==> config.mk <==
export PLATFORM = sky130hd
export DESIGN_NAME = clxc_queue
export DESIGN_NICKNAME = d
export VERILOG_FILES = /design/src/design/clxc_pkg.sv /design/src/design/clxc_queue.sv
export SDC_FILE = /design/constraint.sdc
export NUM_CORES = 1
export LEC_CHECK = 0
export BUFFER_PORTS_ARGS = -buffer_cell sky130_fd_sc_hd__buf_2
export CAP_MARGIN = 20
export CELL_PAD_IN_SITES_DETAIL_PLACEMENT = 0
export CELL_PAD_IN_SITES_GLOBAL_PLACEMENT = 1
export CORE_MARGIN = 5
export CORE_UTILIZATION = 45
export CTS_BUF_LIST = sky130_fd_sc_hd__clkbuf_8
export CTS_CLUSTER_DIAMETER = 30
export DETAILED_ROUTE_END_ITERATION = 8
export PLACE_DENSITY_LB_ADDON = 0.1
export SETUP_SLACK_MARGIN = 0.3
export SYNTH_ARGS = -nofsm -noshare
export SYNTH_HDL_FRONTEND = slang
export SYNTH_SLANG_ARGS = --single-unit
==> constraint.sdc <==
create_clock -name clk -period 8.85 [get_ports clk]
set_clock_uncertainty 0.2 [all_clocks]
set_input_delay 1.77 -clock clk [delete_from_list [all_inputs] [get_ports clk]]
set_output_delay 1.77 -clock clk [all_outputs]
set_load 0.02 [all_outputs]
==> src/design/clxc_pkg.sv <==
// Shared constants and types of the clipped cross correlator.
package clxc_pkg;

	localparam int MaxSamples  = 65536;
	localparam int MaxStands   = 512;
	localparam int SAMPLE_W    = 16;
	localparam int PROD_W      = 2 * SAMPLE_W;
	localparam int SUM_W       = PROD_W + 1;
	localparam int MAG_W       = 32;
	localparam int ACC_W       = 48;
	localparam int CNT_W       = 17;
	localparam int STAND_W     = 9;
	localparam int VIS_W       = 32;
	localparam int CLIP_W      = 32;
	localparam int IN_DATA_W   = 6 * SAMPLE_W;
	localparam int OUT_FIELD_W = 2 * VIS_W + CNT_W + STAND_W;
	localparam int OUT_DATA_W  = ((OUT_FIELD_W + 7) / 8) * 8;
	localparam int QUEUE_DEPTH = 2;
	localparam int STEP_W      = $clog2(ACC_W);

	localparam logic [CLIP_W-1:0] CLIP_RESET = 32'h8000_0001;

	typedef struct packed {
		logic signed [ACC_W-1:0] acc_re;
		logic signed [ACC_W-1:0] acc_im;
		logic [CNT_W-1:0]        count;
		logic [STAND_W-1:0]      stand;
	} job_t;

endpackage

==> src/design/clxc_queue.sv <==
// Short job queue between the accumulation front and the averaging back.
module clxc_queue (
	input  logic           clk,
	input  logic           arst_n,
	input  logic           push_valid,
	output logic           push_ready,
	input  clxc_pkg::job_t push_job,
	output logic           pop_valid,
	input  logic           pop_ready,
	output clxc_pkg::job_t pop_job
);
	import clxc_pkg::*;

	localparam int PTR_W = (QUEUE_DEPTH > 1) ? $clog2(QUEUE_DEPTH) : 1;
	localparam int OCC_W = $clog2(QUEUE_DEPTH + 1);

	job_t             mem_q [QUEUE_DEPTH];
	logic [PTR_W-1:0] wr_ptr_q, rd_ptr_q;
	logic [OCC_W-1:0] occ_q;
	logic             push, pop;

	assign push_ready = occ_q < OCC_W'(QUEUE_DEPTH);
	assign pop_valid  = occ_q != '0;
	assign pop_job    = mem_q[rd_ptr_q];
	assign push       = push_valid && push_ready;
	assign pop        = pop_valid && pop_ready;

	always_ff @(posedge clk or negedge arst_n) begin
		if (!arst_n) begin
			wr_ptr_q <= '0;
			rd_ptr_q <= '0;
			occ_q    <= '0;
		end else begin
			if (push)
				wr_ptr_q <= (wr_ptr_q == PTR_W'(QUEUE_DEPTH - 1)) ? '0 : wr_ptr_q + PTR_W'(1);
			if (pop)
				rd_ptr_q <= (rd_ptr_q == PTR_W'(QUEUE_DEPTH - 1)) ? '0 : rd_ptr_q + PTR_W'(1);
			if (push && !pop)
				occ_q <= occ_q + OCC_W'(1);
			else if (pop && !push)
				occ_q <= occ_q - OCC_W'(1);
		end
	end

	always_ff @(posedge clk) begin
		if (push)
			mem_q[wr_ptr_q] <= push_job;
	end

endmodule

# [Word-level counts from Yosys, hierarchy flattened]
# Memory sizes are Yosys's and may differ from the RTL's.
# Index checks and enable logic that the tools add are counted.
[totals] memories=1 register_bits=4 in_bits=126 ramBits=244
[classes] order_cmp=1 mux=6 reduce_logical=8 add_sub_neg=4
[mem_list] memory="mem_q" words=2 word_bits=122 read_ports=1 rd_ports_with_merged_regs=0 wr=1 line="clxc_queue.sv:17" rtl="job_t mem_q [QUEUE_DEPTH];"
[ops] operator="$logic_and 1x1->1" count=4
[ops] operator="$mux 1" count=4
[ops] operator="$mux 2" count=2
[ops] operator="$reduce_bool 2->1" count=2
[ops] operator="$add 1x1->1 const B" count=2
[ops] operator="$add 2x1->2 const B" count=1
[ops] operator="$logic_not 1->1" count=2
[ops] operator="$lt 2x2->1 const B" count=1
[ops] operator="$sub 2x1->2 const B" count=1

# [Longest topological paths before layout]
[logic_depth] ltp_word=6 mapped_depth=6 mapped_depth_nobuf=6

# [Worst setup path after synthesis]
# OpenSTA, ideal clock, no wires.
[synth_timing] path_type="input to register" start="in push_valid" end="mem mem_q[0][0] (netlist name), enable pin" required_time_ns=8.031 t_arrival_ns=7.414 slack_ns=0.617 path_stages=2 path_cell_list="nor2b_1 nor2b_1"
[synth_between] elab_chain_cells=3
[synth_lines] item="start: declaration" line="clxc_queue.sv:5" rtl="input logic push_valid,"
[synth_lines] item="$logic_and 1x1->1" line="clxc_queue.sv:25" rtl="assign push = push_valid && push_ready;"
[synth_lines] item="$mux 1" line="clxc_queue.sv:46" rtl="if (push)"
[synth_lines] item="$mux 1 (implied by the code)" line="clxc_queue.sv:47" rtl="mem_q[wr_ptr_q] <= push_job;"
[synth_lines] item="end: declaration" line="clxc_queue.sv:17"
# Every way passes these cells.

==> parameters.txt <==
Parameter                              Value

Clock network
  CTS H-tree lvls ... 2
  CTS root buffer ... clkbuf_8
  Clock latency on the worst-skew pair ... 0.52 ns
  Maximum buffer depth of the clock tree ... 3
  Hold bufs inserted after CTS ... 0
  Post-CTS repair timing setup buffer count ... 0
  Clock buffers created by TritonCTS ... 47
  CTS tree ... yes
  Clock-pin slew on the worst setup and hold paths ... 0.05 ns
  Sinks on Clock Net ... 248
  Cts repair resizes ... 0

Critical path
  Worst setup path start ... rd_ptr_q
  Worst-path maximum fanout ... 48
  Worst Setup EP ... pop_job[100]
  Endpoint of the worst-slack reg-to-reg timing path ... mem_q[1][99]
  Worst-case register-to-register setup slack ... 5.99 ns
  Critical Path RT ... 6.88 ns
  Crit path DAT ... 2.57 ns
  Logic depth of the worst path, buffers included ... 3
  Buffers and inverters on the worst path ... 2
  Startpoint type of the worst setup path ... flop
  Count of cells along the worst register-to-register path ... 3
  Peak per-stage delay on the critical path ... 0.71 ns
  Critical R2R Launch ... occ_q[1]
  Cell-by-cell listing of the critical path ... buf_4, mux2_2, buf_2
  Family with the most delay on the worst path ... buffers and inverters
  Cell at the slowest stage of the critical path ... buf_4
  Worst Path Class, Setup ... reg2out
  Element type at the critical path end ... output port

Synthesis
  Proportion of netlist area held by the largest area contributor ... 78.9%
  Number of instances in the synthesized netlist ... 397
  #FFs+latches synth ... 248
  Ranking of synthesized cells by area ... edfxtp_1 (79%), mux2_4 (11%), mux2_2 (6.3%)
  Average footprint of a synthesized cell ... 23.4 um2
  Number of distinct library cells after synthesis ... 16
  Post-Synthesis Net Count ... 524
  Number of enable-type register cells in the synthesized netlist ... 244
  Yosys warning total ... 0
  Part of the Yosys area used for sequential elements ... 80.0%
  Most frequent cell after synthesis ... edfxtp_1
  Yosys top cell by area ... edfxtp_1
  Top cells by count, synth ... edfxtp_1 (244), mux2_4 (70), mux2_2 (52)
  Area of the mapped netlist ... 0.00929 mm2
  Async SR Flop Fraction ... 1.61%
  Top_reg_cell synth ... edfxtp_1

Timing
  Worst Max-Slew Pin Slew ... 0.971 ns
  Final-report max-slew violation count ... 0
  FMAX ... 0.220 GHz
  Final cycle utilization of the critical path ... 51.3%
  Total count of hold-check failures in the final report ... 0
  Slew margin rel. ... 35.2%
  Sum of negative setup slack ... 0 ns
  Final critical path time including I/O delays and setup ... 4.54 ns
  RSZ-0062 raised after global routing ... false
  Setup violations, final ... 0
  Worst-case hold slack ... 0.321 ns

Final layout
  # fillers ... 1602
  Share of cells above drive strength 1 ... 61.8%
  Nets ... 813
  Area delta synth->final ... 27.2%
  Filler-free cell count of the finished design ... 991

Pwr
  Peak supply drop ... 208 uV
  Power per Cell Area ... 341 mW/mm2
  Switching portion of total power ... 30.7%
  Flop pwr share ... 40.1%
  Total internal power ... 2.79 mW
  Comb power frac ... 31.1%
  Power share of the clock group ... 28.8%
  Net switching power of the design ... 1.24 mW
  Leakage ... 4.67 nW

Floorplan
  Width of the chip ... 154 um
  DIE AREA ... 0.0236 mm2
  Core area ... 0.0203 mm2
  Std cell rows ... 52
  Die height ... 154 um
  Count of boundary I/O pins ... 250
  Effective utilization at floorplan ... 45.7%

Routing
  Post-route ant nets ... 0
  Per-cell via count in the routed design ... 4.76
  Number of DRC markers after the initial detailed-route iteration ... 206
  Average detailed-routed wire length per instance ... 18.2 um
  Via total after detailed routing ... 4721
  # DRC ... 0
  Count of TritonRoute iterations in the first routing pass ... 6
  Overall routed net length ... 18.1 mm

Run status
  Outcome ... completed

Place
  Dpl cells ... 906
  Quantity of I/O buffers inserted on ports ... 249
  HPWL Detailed ... 12.0 mm
  Routability congestion estimate ... 0.763

GRT
  Overall routing resource usage ... 14.8%
  Pin count of the biggest net entering global routing ... 89
  Remaining global-route overflow ... 0
  Antenna violations before repair ... 6
  Vias in the first global route ... 5201
  Wire length of the first global-routing pass ... 27.3 mm

Run
  Max Cap Violations ... 0

Hold path
  Hold-critical path depth ... 1
  Min-Delay Path Class ... reg2reg
[power by group through the flow]
stage | Combinational [mW] | Sequential, mW | Clock (mW)
3_5_place_dp | 1.27 | 1.64 | 0
5_1_grt | 1.33 | 1.64 | 1.25
2_1_floorplan | 0.957 | 1.63 | 0
4_1_cts | 1.28 | 1.62 | 1.19
6_report | 1.25 | 1.62 | 1.16
3_3_place_gp | 1.26 | 1.63 | 0
[cell usage in the layout, fill, tap and decap left out]
| cell | instances |
|---|---|
| clkinv_2 | 7 |
| nor2b_4 | 1 |
| diode_2 | 3 |
| buf_4 | 3 |
| nor2_1 | 1 |
| edfxtp_1 | 244 |
| clkbuf_8 | 49 |
| buf_12 | 2 |
| or2_2 | 1 |
| nor2b_1 | 1 |
| xor2_1 | 2 |
| nand2_1 | 1 |
| inv_1 | 11 |
| dfrtp_1 | 3 |
| xnor2_1 | 3 |
| clkinvlp_4 | 1 |
| dfrtp_4 | 1 |
| and2_4 | 1 |
| buf_2 | 249 |
| mux2_4 | 70 |
| bufinv_16 | 7 |
| mux2_2 | 52 |
| ha_1 | 1 |
| clkinv_1 | 7 |
[registers in the layout (all words and copies together), names as in the netlist]
register,cells
rd_ptr_q,1
mem_q,244
occ_q,2
wr_ptr_q,1
[routing by layer]
layer	routed length, um	up-vias	part of all wire (%)	global-route usage (%)
met5	42	-	0.23	0
met3	1720	34	9.5	5.93
li1	-	2170	-	-
met4	326	8	1.8	5.34
met1	7000	2311	39	17.5
met2	8970	198	50	24.7
[final cells by class]
| class | count | area, um2 | share of cell area (%) |
|---|---|---|---|
| antenna | 3 | 7.51 | 0.0635 |
| multi-input combinational | 134 | 1740 | 14.7 |
| inverter | 1 | 3.75 | 0.0318 |
| sequential | 248 | 7430 | 62.9 |
| timing repair buffer | 254 | 1310 | 11.1 |
| tap | 270 | 338 | 2.86 |
| clock buffer | 49 | 674 | 5.71 |
| clock inverter | 32 | 317 | 2.68 |
[cells by family after synthesis]
| kind of cell | synth area share (%) |
|---|---|
| xor gates and xnor gates | 0.472 |
| adders and majority gates | 0.135 |
| buffers and inverters | 1.44 |
| DFF | 80.0 |
| muxes | 17.6 |
| and+or+nand+nor | 0.350 |
[per-stage QoR]
stage | instance area [um2] | setup slack, ns | utilization [%] | total power, mW
4_1_cts | 11800 | 4.22 | 58.1 | 4.09
2_1_floorplan | 9290 | 0.617 | - | 2.59
3_5_place_dp | 10800 | 4.47 | 53.2 | 2.92
6_report | 11800 | 4.31 | 58.2 | 4.03
3_3_place_gp | 10800 | 4.48 | 53.2 | 2.90
5_1_grt | 11800 | 4.18 | 58.2 | 4.22
[worst register-to-register path, cell delays in order, from the launching register on]
cell	delay [ns]
dfrtp_1	0.40
nor2b_1	0.29
and2_4	0.86
buf_4	0.72
[how the worst min path moves through the flow]
stage	slack (ns)	from	endpoint
6_report	0.32	occ_q[0]	occ_q[0]
5_1_grt	0.36	wr_ptr_q	wr_ptr_q
4_1_cts	0.32	occ_q[0]	occ_q[0]
3_5_place_dp	0.30	occ_q[0]	occ_q[0]
3_3_place_gp	0.30	occ_q[0]	occ_q[0]
2_1_floorplan	0.26	wr_ptr_q	wr_ptr_q
Power figures use the tool's default switching activity.
