--- config.mk ---
export PLATFORM = sky130hd
export DESIGN_NAME = clxc_back
export DESIGN_NICKNAME = d
export VERILOG_FILES = /design/src/design/clxc_pkg.sv /design/src/design/clxc_back.sv
export SDC_FILE = /design/constraint.sdc
export NUM_CORES = 1
export LEC_CHECK = 0
export BUFFER_PORTS_ARGS = -buffer_cell sky130_fd_sc_hd__buf_2
export CORE_ASPECT_RATIO = 0.8
export CORE_MARGIN = 10
export CORE_UTILIZATION = 50
export CTS_BUF_LIST = sky130_fd_sc_hd__clkbuf_8 sky130_fd_sc_hd__clkbuf_16
export CTS_CLUSTER_SIZE = 28
export DETAILED_ROUTE_END_ITERATION = 12
export GPL_TIMING_DRIVEN = 1
export PLACE_DENSITY = 0.73
export SLEW_MARGIN = 20
export SYNTH_ARGS = -nofsm -noshare
export SYNTH_HDL_FRONTEND = slang
export SYNTH_SLANG_ARGS = --single-unit
--- constraint.sdc ---
create_clock -name clk -period 13.55 [get_ports clk]
set_clock_uncertainty 0.2 [all_clocks]
set_input_delay 4.065 -clock clk [delete_from_list [all_inputs] [get_ports clk]]
set_output_delay 4.065 -clock clk [all_outputs]
set_load 0.02 [all_outputs]
--- src/design/clxc_pkg.sv ---
// Shared constants and types of the clipped cross correlator.
package clxc_pkg;

	localparam int MaxSamples  = 65536;
	localparam int MaxStands   = 512;
	localparam int SAMPLE_W    = 16;
	localparam int PROD_W      = 2 * SAMPLE_W;
	localparam int SUM_W       = PROD_W + 1;
	localparam int MAG_W       = 32;
	localparam int ACC_W       = 48;
	localparam int CNT_W       = 17;
	localparam int STAND_W     = 9;
	localparam int VIS_W       = 32;
	localparam int CLIP_W      = 32;
	localparam int IN_DATA_W   = 6 * SAMPLE_W;
	localparam int OUT_FIELD_W = 2 * VIS_W + CNT_W + STAND_W;
	localparam int OUT_DATA_W  = ((OUT_FIELD_W + 7) / 8) * 8;
	localparam int QUEUE_DEPTH = 2;
	localparam int STEP_W      = $clog2(ACC_W);

	localparam logic [CLIP_W-1:0] CLIP_RESET = 32'h8000_0001;

	typedef struct packed {
		logic signed [ACC_W-1:0] acc_re;
		logic signed [ACC_W-1:0] acc_im;
		logic [CNT_W-1:0]        count;
		logic [STAND_W-1:0]      stand;
	} job_t;

endpackage

--- src/design/clxc_back.sv ---
// Back part: bit-serial averaging divide, saturation and output register.
module clxc_back (
	input  logic                             clk,
	input  logic                             arst_n,
	input  logic                             job_valid,
	output logic                             job_ready,
	input  clxc_pkg::job_t                   job,
	output logic                             m_tvalid,
	input  logic                             m_tready,
	output logic [clxc_pkg::OUT_DATA_W-1:0]  m_tdata
);
	import clxc_pkg::*;

	typedef enum logic [1:0] {ST_IDLE, ST_DIV, ST_DONE} state_t;

	state_t               state_q;
	logic                 m_valid_q;
	logic [ACC_W-1:0]     num_re_q, num_im_q;
	logic [CNT_W-1:0]     rem_re_q, rem_im_q;
	logic [CNT_W-1:0]     div_q;
	logic [STAND_W-1:0]   stand_q;
	logic                 neg_re_q, neg_im_q, zero_q;
	logic [STEP_W-1:0]    step_q;
	logic [VIS_W-1:0]     vis_re_q, vis_im_q;
	logic [CNT_W-1:0]     kept_q;
	logic [STAND_W-1:0]   stand_out_q;

	logic [CNT_W:0]       sh_re, sh_im, rem_re_n, rem_im_n;
	logic                 ge_re, ge_im;

	function automatic logic [VIS_W-1:0] sat_vis(input logic neg, input logic [ACC_W-1:0] mag);
		logic [VIS_W-1:0] low;
		low = mag[VIS_W-1:0];
		if (!neg) begin
			if (mag > ACC_W'({1'b0, {(VIS_W-1){1'b1}}}))
				sat_vis = {1'b0, {(VIS_W-1){1'b1}}};
			else
				sat_vis = low;
		end else begin
			if (mag > ACC_W'({1'b1, {(VIS_W-1){1'b0}}}))
				sat_vis = {1'b1, {(VIS_W-1){1'b0}}};
			else
				sat_vis = -low;
		end
	endfunction

	assign sh_re    = {rem_re_q, num_re_q[ACC_W-1]};
	assign sh_im    = {rem_im_q, num_im_q[ACC_W-1]};
	assign ge_re    = sh_re >= {1'b0, div_q};
	assign ge_im    = sh_im >= {1'b0, div_q};
	assign rem_re_n = ge_re ? sh_re - {1'b0, div_q} : sh_re;
	assign rem_im_n = ge_im ? sh_im - {1'b0, div_q} : sh_im;

	assign job_ready = (state_q == ST_IDLE);
	assign m_tvalid  = m_valid_q;
	assign m_tdata   = {{(OUT_DATA_W-OUT_FIELD_W){1'b0}}, stand_out_q, kept_q, vis_im_q, vis_re_q};

	always_ff @(posedge clk or negedge arst_n) begin
		if (!arst_n) begin
			state_q   <= ST_IDLE;
			m_valid_q <= 1'b0;
		end else begin
			if (m_valid_q && m_tready && state_q != ST_DONE)
				m_valid_q <= 1'b0;
			case (state_q)
				ST_IDLE: begin
					if (job_valid)
						state_q <= (job.count == '0) ? ST_DONE : ST_DIV;
				end
				ST_DIV: begin
					if (step_q == '0)
						state_q <= ST_DONE;
				end
				ST_DONE: begin
					if (!m_valid_q || m_tready) begin
						m_valid_q <= 1'b1;
						state_q   <= ST_IDLE;
					end
				end
				default: state_q <= ST_IDLE;
			endcase
		end
	end

	always_ff @(posedge clk) begin
		case (state_q)
			ST_IDLE: begin
				num_re_q <= job.acc_re[ACC_W-1] ? ACC_W'(-job.acc_re) : job.acc_re;
				num_im_q <= job.acc_im[ACC_W-1] ? ACC_W'(-job.acc_im) : job.acc_im;
				neg_re_q <= job.acc_re[ACC_W-1];
				neg_im_q <= job.acc_im[ACC_W-1];
				rem_re_q <= '0;
				rem_im_q <= '0;
				div_q    <= job.count;
				zero_q   <= (job.count == '0);
				stand_q  <= job.stand;
				step_q   <= STEP_W'(ACC_W - 1);
			end
			ST_DIV: begin
				rem_re_q <= rem_re_n[CNT_W-1:0];
				rem_im_q <= rem_im_n[CNT_W-1:0];
				num_re_q <= {num_re_q[ACC_W-2:0], ge_re};
				num_im_q <= {num_im_q[ACC_W-2:0], ge_im};
				step_q   <= step_q - STEP_W'(1);
			end
			ST_DONE: begin
				if (!m_valid_q || m_tready) begin
					vis_re_q    <= zero_q ? '0 : sat_vis(neg_re_q, num_re_q);
					vis_im_q    <= zero_q ? '0 : sat_vis(neg_im_q, num_im_q);
					kept_q      <= div_q;
					stand_out_q <= stand_q;
				end
			end
			default: ;
		endcase
	end

endmodule

Word-level counts from Yosys, hierarchy flattened
Cells that the tools add are included.
Cells by class
  magnitude comparators: 6
  reduce and logical (&&, ||, !) cells: 10
  add/sub/neg operators: 7
  equal/unequal tests: 6
  muxes and demuxes: 23
Operators with widths (number)
  32-bit two-way mux: 6
  48-bit one-hot mux with 2 select lines: 2
  48-bit by 31-bit greater-than comparator with 1-bit output, second input constant: 2
  48-bit by 32-bit greater-than comparator with 1-bit output, second input constant: 2
  48-bit two-way mux: 2
  48-bit negation: 2
  17-bit one-hot mux with 2 select lines: 2
  32-bit negation: 2
  18-bit by 17-bit >= comparator with 1-bit output: 2
  17-bit two-way mux: 2
  17-bit subtractor: 2
  17-bit logical NOT: 1
  6-bit one-hot mux with 2 select lines: 1
  2-bit two-way mux: 4
  2-bit inequality test, second input constant: 4
  6-bit logical NOT: 1
  2-bit one-hot mux with 3 select lines: 1
  6-bit by 1-bit subtractor with 6-bit output, second input constant: 1
  1-bit two-way mux: 3
  3-bit AND reduction: 1
  2-bit by 1-bit == test with 1-bit output, second input constant: 1
  2-bit == test, second input constant: 1
  1-bit logical AND: 2
  2-bit logical NOT: 1
  other kinds (4): 4
Storage, ports and cells
  flip-flop bits (word level): 258
  word-level logic and storage cells: 68

Depth between registers and ports, before layout
Gate-level depths: netlist (run 1).
  depth after elaboration: 5
  gate-level depth with buffers: 12
  gate-level depth less buffers: 10

Worst setup path after synthesis (run 1)
OpenSTA, ideal clock, no wires.
  path kind: input -> register
  start point: input port m_tready
  end point: register kept_q[0] (enable)
  arrival: 6334 ps
  path buffers: 0
  cell stages on the path: 2
  data required time: 12891 ps
  slack: 6556 ps
  path through: nand2b_1 -> and3_1
On the way
  word-level cells in the longest chain between the ends: 2
RTL lines
  start: declaration: RTL line clxc_back.sv:9  | input logic m_tready,
  1-bit logical OR: RTL line clxc_back.sv:107  | if (!m_valid_q || m_tready) begin
  2-bit AND reduction (no line)
  end signal: assignment: RTL line clxc_back.sv:110  | kept_q <= div_q;
  end: declaration: RTL line clxc_back.sv:25  | logic [CNT_W-1:0] kept_q;
No other way between the ends.
A chain may end at the register's enable or synchronous reset.

Final worst setup path (run 1)
  start point: input port job[35] (netlist name)
  end point: register num_im_q[45], data pin
On the way
  word-level cells in the longest chain between the ends: 3
RTL lines
  start: declaration: RTL line clxc_back.sv:7  | input clxc_pkg::job_t job,
  48-bit negation: RTL line clxc_back.sv:89  | num_im_q <= job.acc_im[ACC_W-1] ? ACC_W'(-job.acc_im) : job.acc_im;
  48-bit two-way mux: RTL line clxc_back.sv:89
  48-bit one-hot mux with 2 select lines: RTL line clxc_back.sv:86  | case (state_q)
  end signal: assignment: RTL line clxc_back.sv:89
  end signal: assignment: RTL line clxc_back.sv:103  | num_im_q <= {num_im_q[ACC_W-2:0], ge_im};
  end: declaration: RTL line clxc_back.sv:18  | logic [ACC_W-1:0] num_re_q, num_im_q;
No other way between the ends.

==> run metrics, run 1 <==
min-delay src stand_q[3]; Clock Sinks 258; share of the synthesized area in the top cell type 47.62%; largest stage delay on the critical path 0.68 ns; CTS Buffer Depth 3; CP endpoint kind register; vias per cell 6.131; # hold bufs at CTS 0; f_max 152.7 MHz; RSZ-0062 raised after global routing no; maxcap violations 0; period utilization 48.33%; grt ovf 0; Slowest cell on crit path or4_1; Netlist cell types 84; crit-path leading delay family simple AND/OR/NAND/NOR gates; Synth async-reset ratio 1.163%; register bit total from synthesis 258; top post-synthesis cells by area edfxtp_1, o21ai_0, xor2_1, nand2_1, a21oi_1; Layout area overhead 14.60%; Post-Layout Cell Count 2269; worst flop-to-flop path startpoint num_re_q[13]; Worst-path clk slew 0.06 ns; postcts setup bufs 0; TritonRoute pass-1 iters 6; Hold Crit Class register to register; Post-synth EDFFs 255; Initial DRC Count 1711; CP max FO 11; PwrDens 207.4 mW/mm^2; worst ir drop on vdd 122.1 uV; routability cong. 0.9868; CTS buffer count 29; Avg Inst Size Synth 9.734 sq um; Crit. Startpoint job[35]; Synth area leader edfxtp_1; Commonest cells post-synth edfxtp_1, o21ai_0, nand2_1, a21oi_1, nor2_1; status complete, no violations; initial antenna violation count 6; drt wl/cell 20.76 um; Crit path buffers/inverters 1; Rows 58; Post-CTS Resized 0; cells along the critical path buf_2, or4_1, nor3_2, nand4_1, o41ai_1, xor2_1, o21ai_0; later-pin clock latency in the skew report 0.56 ns; WHS Path Cells 0; final wirelength 47.11 mm; Period minus WS final 6.549 ns; CTS tree built; root buf cell clkbuf_16; Final setup viols 0; Post-DP HPWL 34.69 mm; Levels on crit path 7; port bufs 217; Startpoint Class input pin; Setup Total Neg Slack 0 ns; r2r worst-path depth 6; final slew viol count 0; Post-Syn Area 0.01608 sq mm; Worst Tran Pin Value 1.068 ns; Routed Antenna Nets 0; nets 1990; required time worst endpoint 13.62 ns; Static Leakage 7.008 nW; Final Total Pwr 0.003823 W; vias 13.91k; cell with the most instances after synthesis edfxtp_1; layout cells sized above 1 17.24%; die height 180.4 um; Syn Inst Count 1652; I/O pins 224; Worst Path Arrival 6.62 ns; Design Area, Final 0.01843 sq mm; Seq/Total Area, Yosys 48.09%; vias in the first global route 12.90k; synth warn 0; Hold Vio Cnt, Final 0; H-tree depth 1; first-pass GRT wire length 72.49 mm; all-layer global routing usage 22.63%; largest net degree at the start of global routing 90; placed insts 2211; Initial Util 50.94%; Die Area 0.03978 sq mm; worst rel slew slack 27.86%; crit path kind input pin to register; Post-DP Area 0.01742 sq mm; Synth Flop Type edfxtp_1; drt drc 0; Core Area 0.03157 sq mm; Die W 220.5 um
state kept, by name (all words and copies together), names as in the netlist:
name,flops
num_im_q,48
num_re_q,48
vis_im_q,32
vis_re_q,32
div_q,17
kept_q,17
rem_im_q,17
rem_re_q,17
stand_out_q,9
stand_q,9
step_q,6
state_q,2
m_tvalid,1
neg_im_q,1
neg_re_q,1
zero_q,1
cell type report:
type                            instances  area, sq um
Fill cell                            2717        13140
Multi-Input combinational cell       1252         7809
Sequential cell                       258         7732
Timing Repair Buffer                  226         1154
Clock buffer                           29        725.7
Tap cell                              420        525.5
Clock inverter                         25        262.8
Inverter                               55        209.0
Antenna cell                            4        10.01
where the power goes:
group          internal (W)  switching [W]
Sequential          0.00125       0.000273
Combinational      0.000584       0.000896
Clock              0.000486       0.000332
Total               0.00232        0.00150
metal layers:
metal  vias up  global-route usage [%]  wire length [um]
li1       6635                       -                 -
met1      6594                   32.66             20950
met2       604                   33.64             20680
met3        76                   4.581              4359
met4         2                   6.330              1110
met5         -                       0                12
worst reg2reg max path: cells and delay by family (launching register included):
kind	cells	cell delay [ns]
and+or+nand+nor	5	2.74
AOI/OAI and AO/OA	1	0.49
DFF	1	0.48
per-stage QoR:
step	hold slack [ns]	util (%)	worst slack, ns
final	0.2190	58.38	7.001
after detailed placement	0.2045	55.19	6.479
after floorplan	0.2003	-	6.556
after global routing	0.2287	58.38	6.845
after global placement	0.2004	55.18	6.562
after CTS	0.2184	58.32	7.066
cell families (layout without fill, tap and decap cells):
| group | after synthesis | after routing | share of synthesized area (%) |
|---|---|---|---|
| and+or+nand+nor | 577 | 577 | 18.29 |
| AOI/OAI and AO/OA | 499 | 499 | 19.41 |
| DFF | 258 | 258 | 48.09 |
| buffers and inverters | 147 | 335 | 3.704 |
| xor gates and xnor gates | 113 | 113 | 6.155 |
| adders and majority gates | 42 | 42 | 3.361 |
| muxes | 15 | 15 | 0.9804 |
| other | 1 | 10 | 0.02332 |
worst paths after layout:
| path | slack (ns) | to |
|---|---|---|
| worst min register to register | 0.22 | stand_out_q[3] |
| worst max-delay path | 7.00 | num_im_q[45] |
| min in group asynchronous | 3.09 | state_q[0] |
| worst min-delay path | 0.22 | stand_out_q[3] |
| max in group asynchronous | 9.94 | state_q[1] |
| worst max register to register | 9.39 | vis_re_q[1] |
cell usage in the layout, fill, tap and decap left out, types with 14 or more instances in the layout:
cell       netlist  layout
clkbuf_16        0      29
nor2_1         105     103
inv_1           54      57
buf_2            2     217
nand3_1         38      38
edfxtp_1       255     255
ha_1            40      40
o41ai_1         20      20
nand2b_1        14      14
nand4_1         21      21
a21o_1          15      15
nor3_1          59      58
xnor2_1         28      28
a21oi_1        106     105
nor4_1          32      31
or2_2           16      16
o21ai_0        173     173
o31ai_1         32      32
a31oi_1         29      29
or3_1           47      47
nand2_1        164     163
a211oi_1        23      23
or4_1           22      22
xor2_1          85      85
(Power assumes the default switching activity.)
==> inputs of run 2 (changes only) <==
--- a/config.mk
+++ b/config.mk
@@ -13,7 +13,7 @@
 export CTS_CLUSTER_SIZE = 28
 export DETAILED_ROUTE_END_ITERATION = 12
 export GPL_TIMING_DRIVEN = 1
-export PLACE_DENSITY = 0.73
+export PLACE_DENSITY = 0.76
 export SLEW_MARGIN = 20
 export SYNTH_ARGS = -nofsm -noshare
 export SYNTH_HDL_FRONTEND = slang
==> constraint.sdc (replaced) <==
create_clock -name clk -period 5.6 [get_ports clk]
set_clock_uncertainty 0.2 [all_clocks]
set_input_delay 1.68 -clock clk [delete_from_list [all_inputs] [get_ports clk]]
set_output_delay 1.68 -clock clk [all_outputs]
set_load 0.02 [all_outputs]
==> run 2 against run 1 <==
Highest routed layer unchanged. Clock power increased by 150%. Combinational power grew 150%. Final area is 0.24% higher. Worst setup slack worse by 5.6 ns. Critical endpoint is now vis_re_q[1]. Count of clock-buffer cells in the layout decreased by 1. Sequential power up 150%. First-iteration DRC count is 1.8% lower. Cell count barely moved. Core utilization up 0.14 points. Worst hold slack about the same. Via count increased by 2.3%.
==> run metrics, run 2 (synthesis results as in run 1) <==
Design Area, Final 0.01847 sq mm; Core Area 0.03157 sq mm; Static Leakage 7.018 nW; drt drc 0; Hold Vio Cnt, Final 0; TritonRoute pass-1 iters 6; Post-DP Area 0.01744 sq mm; RSZ-0062 raised after global routing no; Worst-path clk slew 0.06 ns; Initial DRC Count 1680; Layout area overhead 14.87%; Worst Tran Pin Value 1.123 ns; CTS tree built; die height 180.4 um; CTS Buffer Depth 3; port bufs 217; Filler cells 2735; final slew viol count 0; largest net degree at the start of global routing 158; crit path kind register to register; first-pass GRT wire length 75.09 mm; most frequent cells in the layout edfxtp_1, buf_2, o21ai_0; H-tree depth 1; routability cong. 0.9782; nets 1989; Initial Util 50.94%; Setup Total Neg Slack 0 ns; grt ovf 0; drt wl/cell 21.61 um; final core occ 58.51%; status complete, no violations; Rows 58; vias in the first global route 13.14k; postcts setup bufs 0; Period minus WS final 4.211 ns; worst ir drop on vdd 317.0 uV; later-pin clock latency in the skew report 0.56 ns; Hold Crit Class register to register; Startpoint Class register; final wirelength 49.05 mm; CTS buffer count 28; vias per cell 6.266; Worst Path Arrival 4.34 ns; worst rel slew slack 24.44%; Die Area 0.03978 sq mm; vias 14.22k; PwrDens 508.0 mW/mm^2; Post-DP HPWL 35.83 mm; I/O pins 224; Routed Antenna Nets 0; Die W 220.5 um; CP max FO 27; Clock Sinks 258; required time worst endpoint 5.73 ns; CP endpoint kind register; Final setup viols 0; initial antenna violation count 9; all-layer global routing usage 23.59%; f_max 237.5 MHz; maxcap violations 0; period utilization 75.19%; # hold bufs at CTS 0; layout cells sized above 1 17.16%; Post-CTS Resized 0; most common cell after layout, fill and taps aside edfxtp_1; Top Registers num_im_q x48, num_re_q x48; root buf cell clkbuf_16
## run 2: cell count changes in the layout (fill, tap and decap cells not counted), moves of 2 or more
cell | before | now
clkinv_4 | 3 | 0
diode_2 | 4 | 8
buf_12 | 0 | 2
inv_6 | 2 | 0
clkinv_2 | 4 | 6
bufinv_16 | 5 | 7
buf_4 | 9 | 6
## run 2: worst paths after layout
path / from / endpoint / slack (ns) / cells after the start
max: num_re_q[14] / vis_re_q[1] / 1.39 / 6
max reg2reg: num_re_q[14] / vis_re_q[1] / 1.39 / 6
min: stand_q[0] / stand_out_q[0] / 0.22 / 0
min reg2reg: stand_q[0] / stand_out_q[0] / 0.22 / 0
max in group asynchronous: arst_n / state_q[1] / 4.38 / 1
min in group asynchronous: arst_n / m_tvalid / 0.71 / 1
## run 2: report_power, final
part           leakage (nW)  switching [W]  internal (W)
Clock                 0.497       0.000793       0.00123
Sequential             2.61       0.000703       0.00303
Combinational          3.91        0.00220       0.00142
## run 2: cell type report
class / instances / area, sq um / share of cell area (%)
antenna: 8 / 20.02 / 0.1084
clock buffer: 28 / 700.7 / 3.793
clock inverter: 23 / 297.8 / 1.612
inverter: 55 / 209.0 / 1.131
multi-input combinational: 1252 / 7804 / 42.25
sequential: 258 / 7732 / 41.86
tap: 420 / 525.5 / 2.845
timing repair buffer: 226 / 1182 / 6.401
## run 2: stage by stage
step                total power (W)  setup slack (ns)  cells  hold slack, ns
global placement           0.007126            0.9856   2211          0.2004
detailed placement         0.007271            0.9010   2211          0.2045
floorplan                  0.006167            0.8233   1657          0.2003
CTS                        0.009311             1.497   2262          0.2194
global route               0.009978             1.241   2269          0.2242
finish                     0.009384             1.389   2270          0.2189
## run 2: per-layer routing
| layer | vias up | track usage, % | wire [um] |
|---|---|---|---|
| met5 | - | 0 | 12 |
| met4 | 2 | 7.362 | 1350 |
| met3 | 78 | 4.933 | 5358 |
| met2 | 780 | 34.14 | 21280 |
| met1 | 6739 | 34.45 | 21040 |
| li1 | 6625 | - | - |
## run 2: critical path: stages (launching register included)
cell      delay, ns
edfxtp_1       0.46
or4_1          0.58
or4_1          0.59
nor4_1         0.68
or2_1          0.89
nand2_1        0.14
a211oi_1       0.42
==> inputs of run 3 (changes only) <==
--- a/config.mk
+++ b/config.mk
@@ -5,6 +5,7 @@
 export SDC_FILE = /design/constraint.sdc
 export NUM_CORES = 1
 export LEC_CHECK = 0
+export ABC_AREA = 1
 export BUFFER_PORTS_ARGS = -buffer_cell sky130_fd_sc_hd__buf_2
 export CORE_ASPECT_RATIO = 0.8
 export CORE_MARGIN = 10
@@ -13,7 +14,7 @@
 export CTS_CLUSTER_SIZE = 28
 export DETAILED_ROUTE_END_ITERATION = 12
 export GPL_TIMING_DRIVEN = 1
-export PLACE_DENSITY = 0.76
+export PLACE_DENSITY = 0.72
 export SLEW_MARGIN = 20
 export SYNTH_ARGS = -nofsm -noshare
 export SYNTH_HDL_FRONTEND = slang
==> constraint.sdc (replaced) <==
create_clock -name clk -period 3.9 [get_ports clk]
set_clock_uncertainty 0.2 [all_clocks]
set_input_delay 1.17 -clock clk [delete_from_list [all_inputs] [get_ports clk]]
set_output_delay 1.17 -clock clk [all_outputs]
set_load 0.02 [all_outputs]
==> run 3 against run 2 <==
Final area grew 10%. Core utilization about the same. Worst setup slack lost 0.67 ns. Flip-flop and latch count unchanged. Synthesized cell count grew 43%. Critical path depth up 5. Die area increased by 9.1%. Routed wire length up 17%.
==> run metrics, run 3 <==
all-layer global routing usage 25.65%; layout cells sized above 1 13.38%; final wirelength 57.22 mm; nets 2732; share of the synthesized area in the top cell type 43.25%; worst rel slew slack 45.81%; I/O pins 224; period utilization 81.63%; postcts setup bufs 0; Period minus WS final 3.183 ns; Crit. Startpoint num_re_q[0]; routability cong. 0.9989; Setup WS pre-CTS 0.6618 ns; Synth Flop Type edfxtp_1; Static Leakage 8.774 nW; largest stage delay on the critical path 0.53 ns; Clock Sinks 258; CTS Buffer Depth 3; Layout area overhead 15.21%; crit-path leading delay family simple AND/OR/NAND/NOR gates; synth warn 0; Routed Antenna Nets 0; CTS buffer count 29; largest net degree at the start of global routing 70; Top Registers num_im_q x48, num_re_q x48; Slowest cell on crit path edfxtp_1; Die W 230.4 um; combinational family with the most area after synthesis simple AND/OR/NAND/NOR gates; f_max 314.1 MHz; first-pass GRT wire length 89.29 mm; Post-CTS Resized 0; status complete, no violations; Post-Syn Area 0.01771 sq mm; Post-synth EDFFs 255; final core occ 58.49%; Design Area, Final 0.02040 sq mm; Avg Inst Size Synth 7.496 sq um; most common cell after layout, fill and taps aside nand2_1; final worst slack 0.7165 ns; worst flop-to-flop path startpoint num_re_q[0]; port bufs 217; post-synthesis compound-gate area fraction 9.045%; worst ir drop on vdd 526.8 uV; crit path kind register to register; Worst-path clk slew 0.06 ns; most frequent cells in the layout nand2_1, nor2_1, edfxtp_1; die height 188.3 um; Initial Util 50.76%; Startpoint Class register; grt ovf 0; H-tree depth 1; Synth async-reset ratio 1.163%; Hold Crit Class input pin to asynchronous set/reset pin; drt drc 0; Synth area leader edfxtp_1; Post-DP HPWL 44.67 mm; cell with the most instances after synthesis nand2_1; root buf cell clkbuf_16; Die Area 0.04338 sq mm; CP endpoint kind register; vias per cell 5.495; cells along the critical path inv_1, ha_1, nand2_2, nor2_4, nand2_2, nor2_4, nand2_2, nand2_4, nand2_2, nor2_1, nor2_1; Rows 61; TritonRoute pass-1 iters 6; most used cell along the critical path nand2_2; register bit total from synthesis 258; vias 16.86k; Crit path buffers/inverters 1; Core Area 0.03488 sq mm; vias in the first global route 15.58k; initial antenna violation count 13; Seq/Total Area, Yosys 43.67%; Post-Layout Cell Count 3068; later-pin clock latency in the skew report 0.56 ns; RSZ-0062 raised after global routing no; maxcap violations 0; Worst Tran Pin Value 0.8120 ns; top post-synthesis cells by area edfxtp_1, nand2_1, nor2_1, nand3_1, inv_1; Syn Inst Count 2362; Commonest cells post-synth nand2_1, nor2_1, edfxtp_1, inv_1, nand3_1; post-synthesis adder-cell area fraction 3.053%; drt wl/cell 18.65 um; Final setup viols 0; Netlist cell types 42; CTS tree built; final slew viol count 0; Synth Area in Simple Gates 32.62%; Post-DP Area 0.01924 sq mm; Hold Vio Cnt, Final 0; placed insts 3005; # hold bufs at CTS 0; Synth Area in XOR/XNOR 4.452%; CP max FO 29; Initial DRC Count 1873; mux cell area share after synthesis 0%; required time worst endpoint 4.00 ns; PwrDens 769.9 mW/mm^2; Worst Path Arrival 3.28 ns
run 3: cell count changes in the layout (fill, tap and decap cells not counted), moves of 30 or more:
cell	change
xor2_1	-32
o21ai_0	-43
o21ai_1	+59
o31ai_1	-30
nor2_1	+286
nor3_1	-49
nand2_1	+453
inv_1	+171
nand3_1	+181
or3_1	-47
run 3: power breakdown:
part	switching, W	internal (W)
Sequential	0.00101	0.00464
Combinational	0.00468	0.00213
Clock	0.00120	0.00204
run 3: final timing paths:
kind	end	slack (ns)	cells after the start
max in group asynchronous	state_q[0]	3.19	1
hold reg to reg	stand_out_q[1]	0.22	0
setup reg to reg	vis_re_q[31]	0.72	11
setup / recovery	vis_re_q[31]	0.72	11
min in group clk	stand_out_q[1]	0.22	0
hold / removal	state_q[1]	0.20	1
run 3: layout make-up:
type	count	area, sq um
multi-input cells	1800	8751
flip-flops and latches	258	7732
clock buffers	29	725.7
inverters	235	884.6
diodes	10	25.02
fillers	3304	14480
well taps	472	590.6
clock inverters	24	406.6
repair buffers	240	1284
run 3: kinds of logic (layout without fill, tap and decap cells):
logic type,count (synthesis),in the layout
adder cells (fa/ha/maj),42,42
other,1,16
AO/OA/AOI/OAI,307,307
XOR/XNOR,90,90
buffers and inverters,309,528
AND/OR/NAND/NOR,1355,1355
flip-flops,258,258
run 3: metrics by stage:
step                      power (W)  hold slack [ns]  setup TNS (ns)
after floorplan             0.01024           0.2003          -42.58
after global placement      0.01219           0.2009               0
after detailed placement    0.01235           0.2054               0
after CTS                   0.01564           0.1845               0
after global routing        0.01686           0.1872               0
final                       0.01571           0.1966               0
run 3: per-layer routing:
| metal | wire length [um] | global-route usage [%] | up-vias | share of wire [%] |
|---|---|---|---|---|
| met5 | 37 | 0 | - | 0.065 |
| met4 | 961 | 4.925 | 6 | 1.7 |
| met3 | 5947 | 5.915 | 68 | 10 |
| met2 | 23960 | 37.25 | 705 | 42 |
| met1 | 26320 | 38.24 | 7817 | 46 |
| li1 | - | - | 8262 | - |
run 3: worst register-to-register path, stage by stage (launching register included):
cell and delay [ns]:
edfxtp_1 0.53, inv_1 0.31, ha_1 0.35, nand2_2 0.17, nor2_4 0.16, nand2_2 0.11, nor2_4 0.11, nand2_2 0.07
nand2_4 0.32, nand2_2 0.15, nor2_1 0.32, nor2_1 0.11
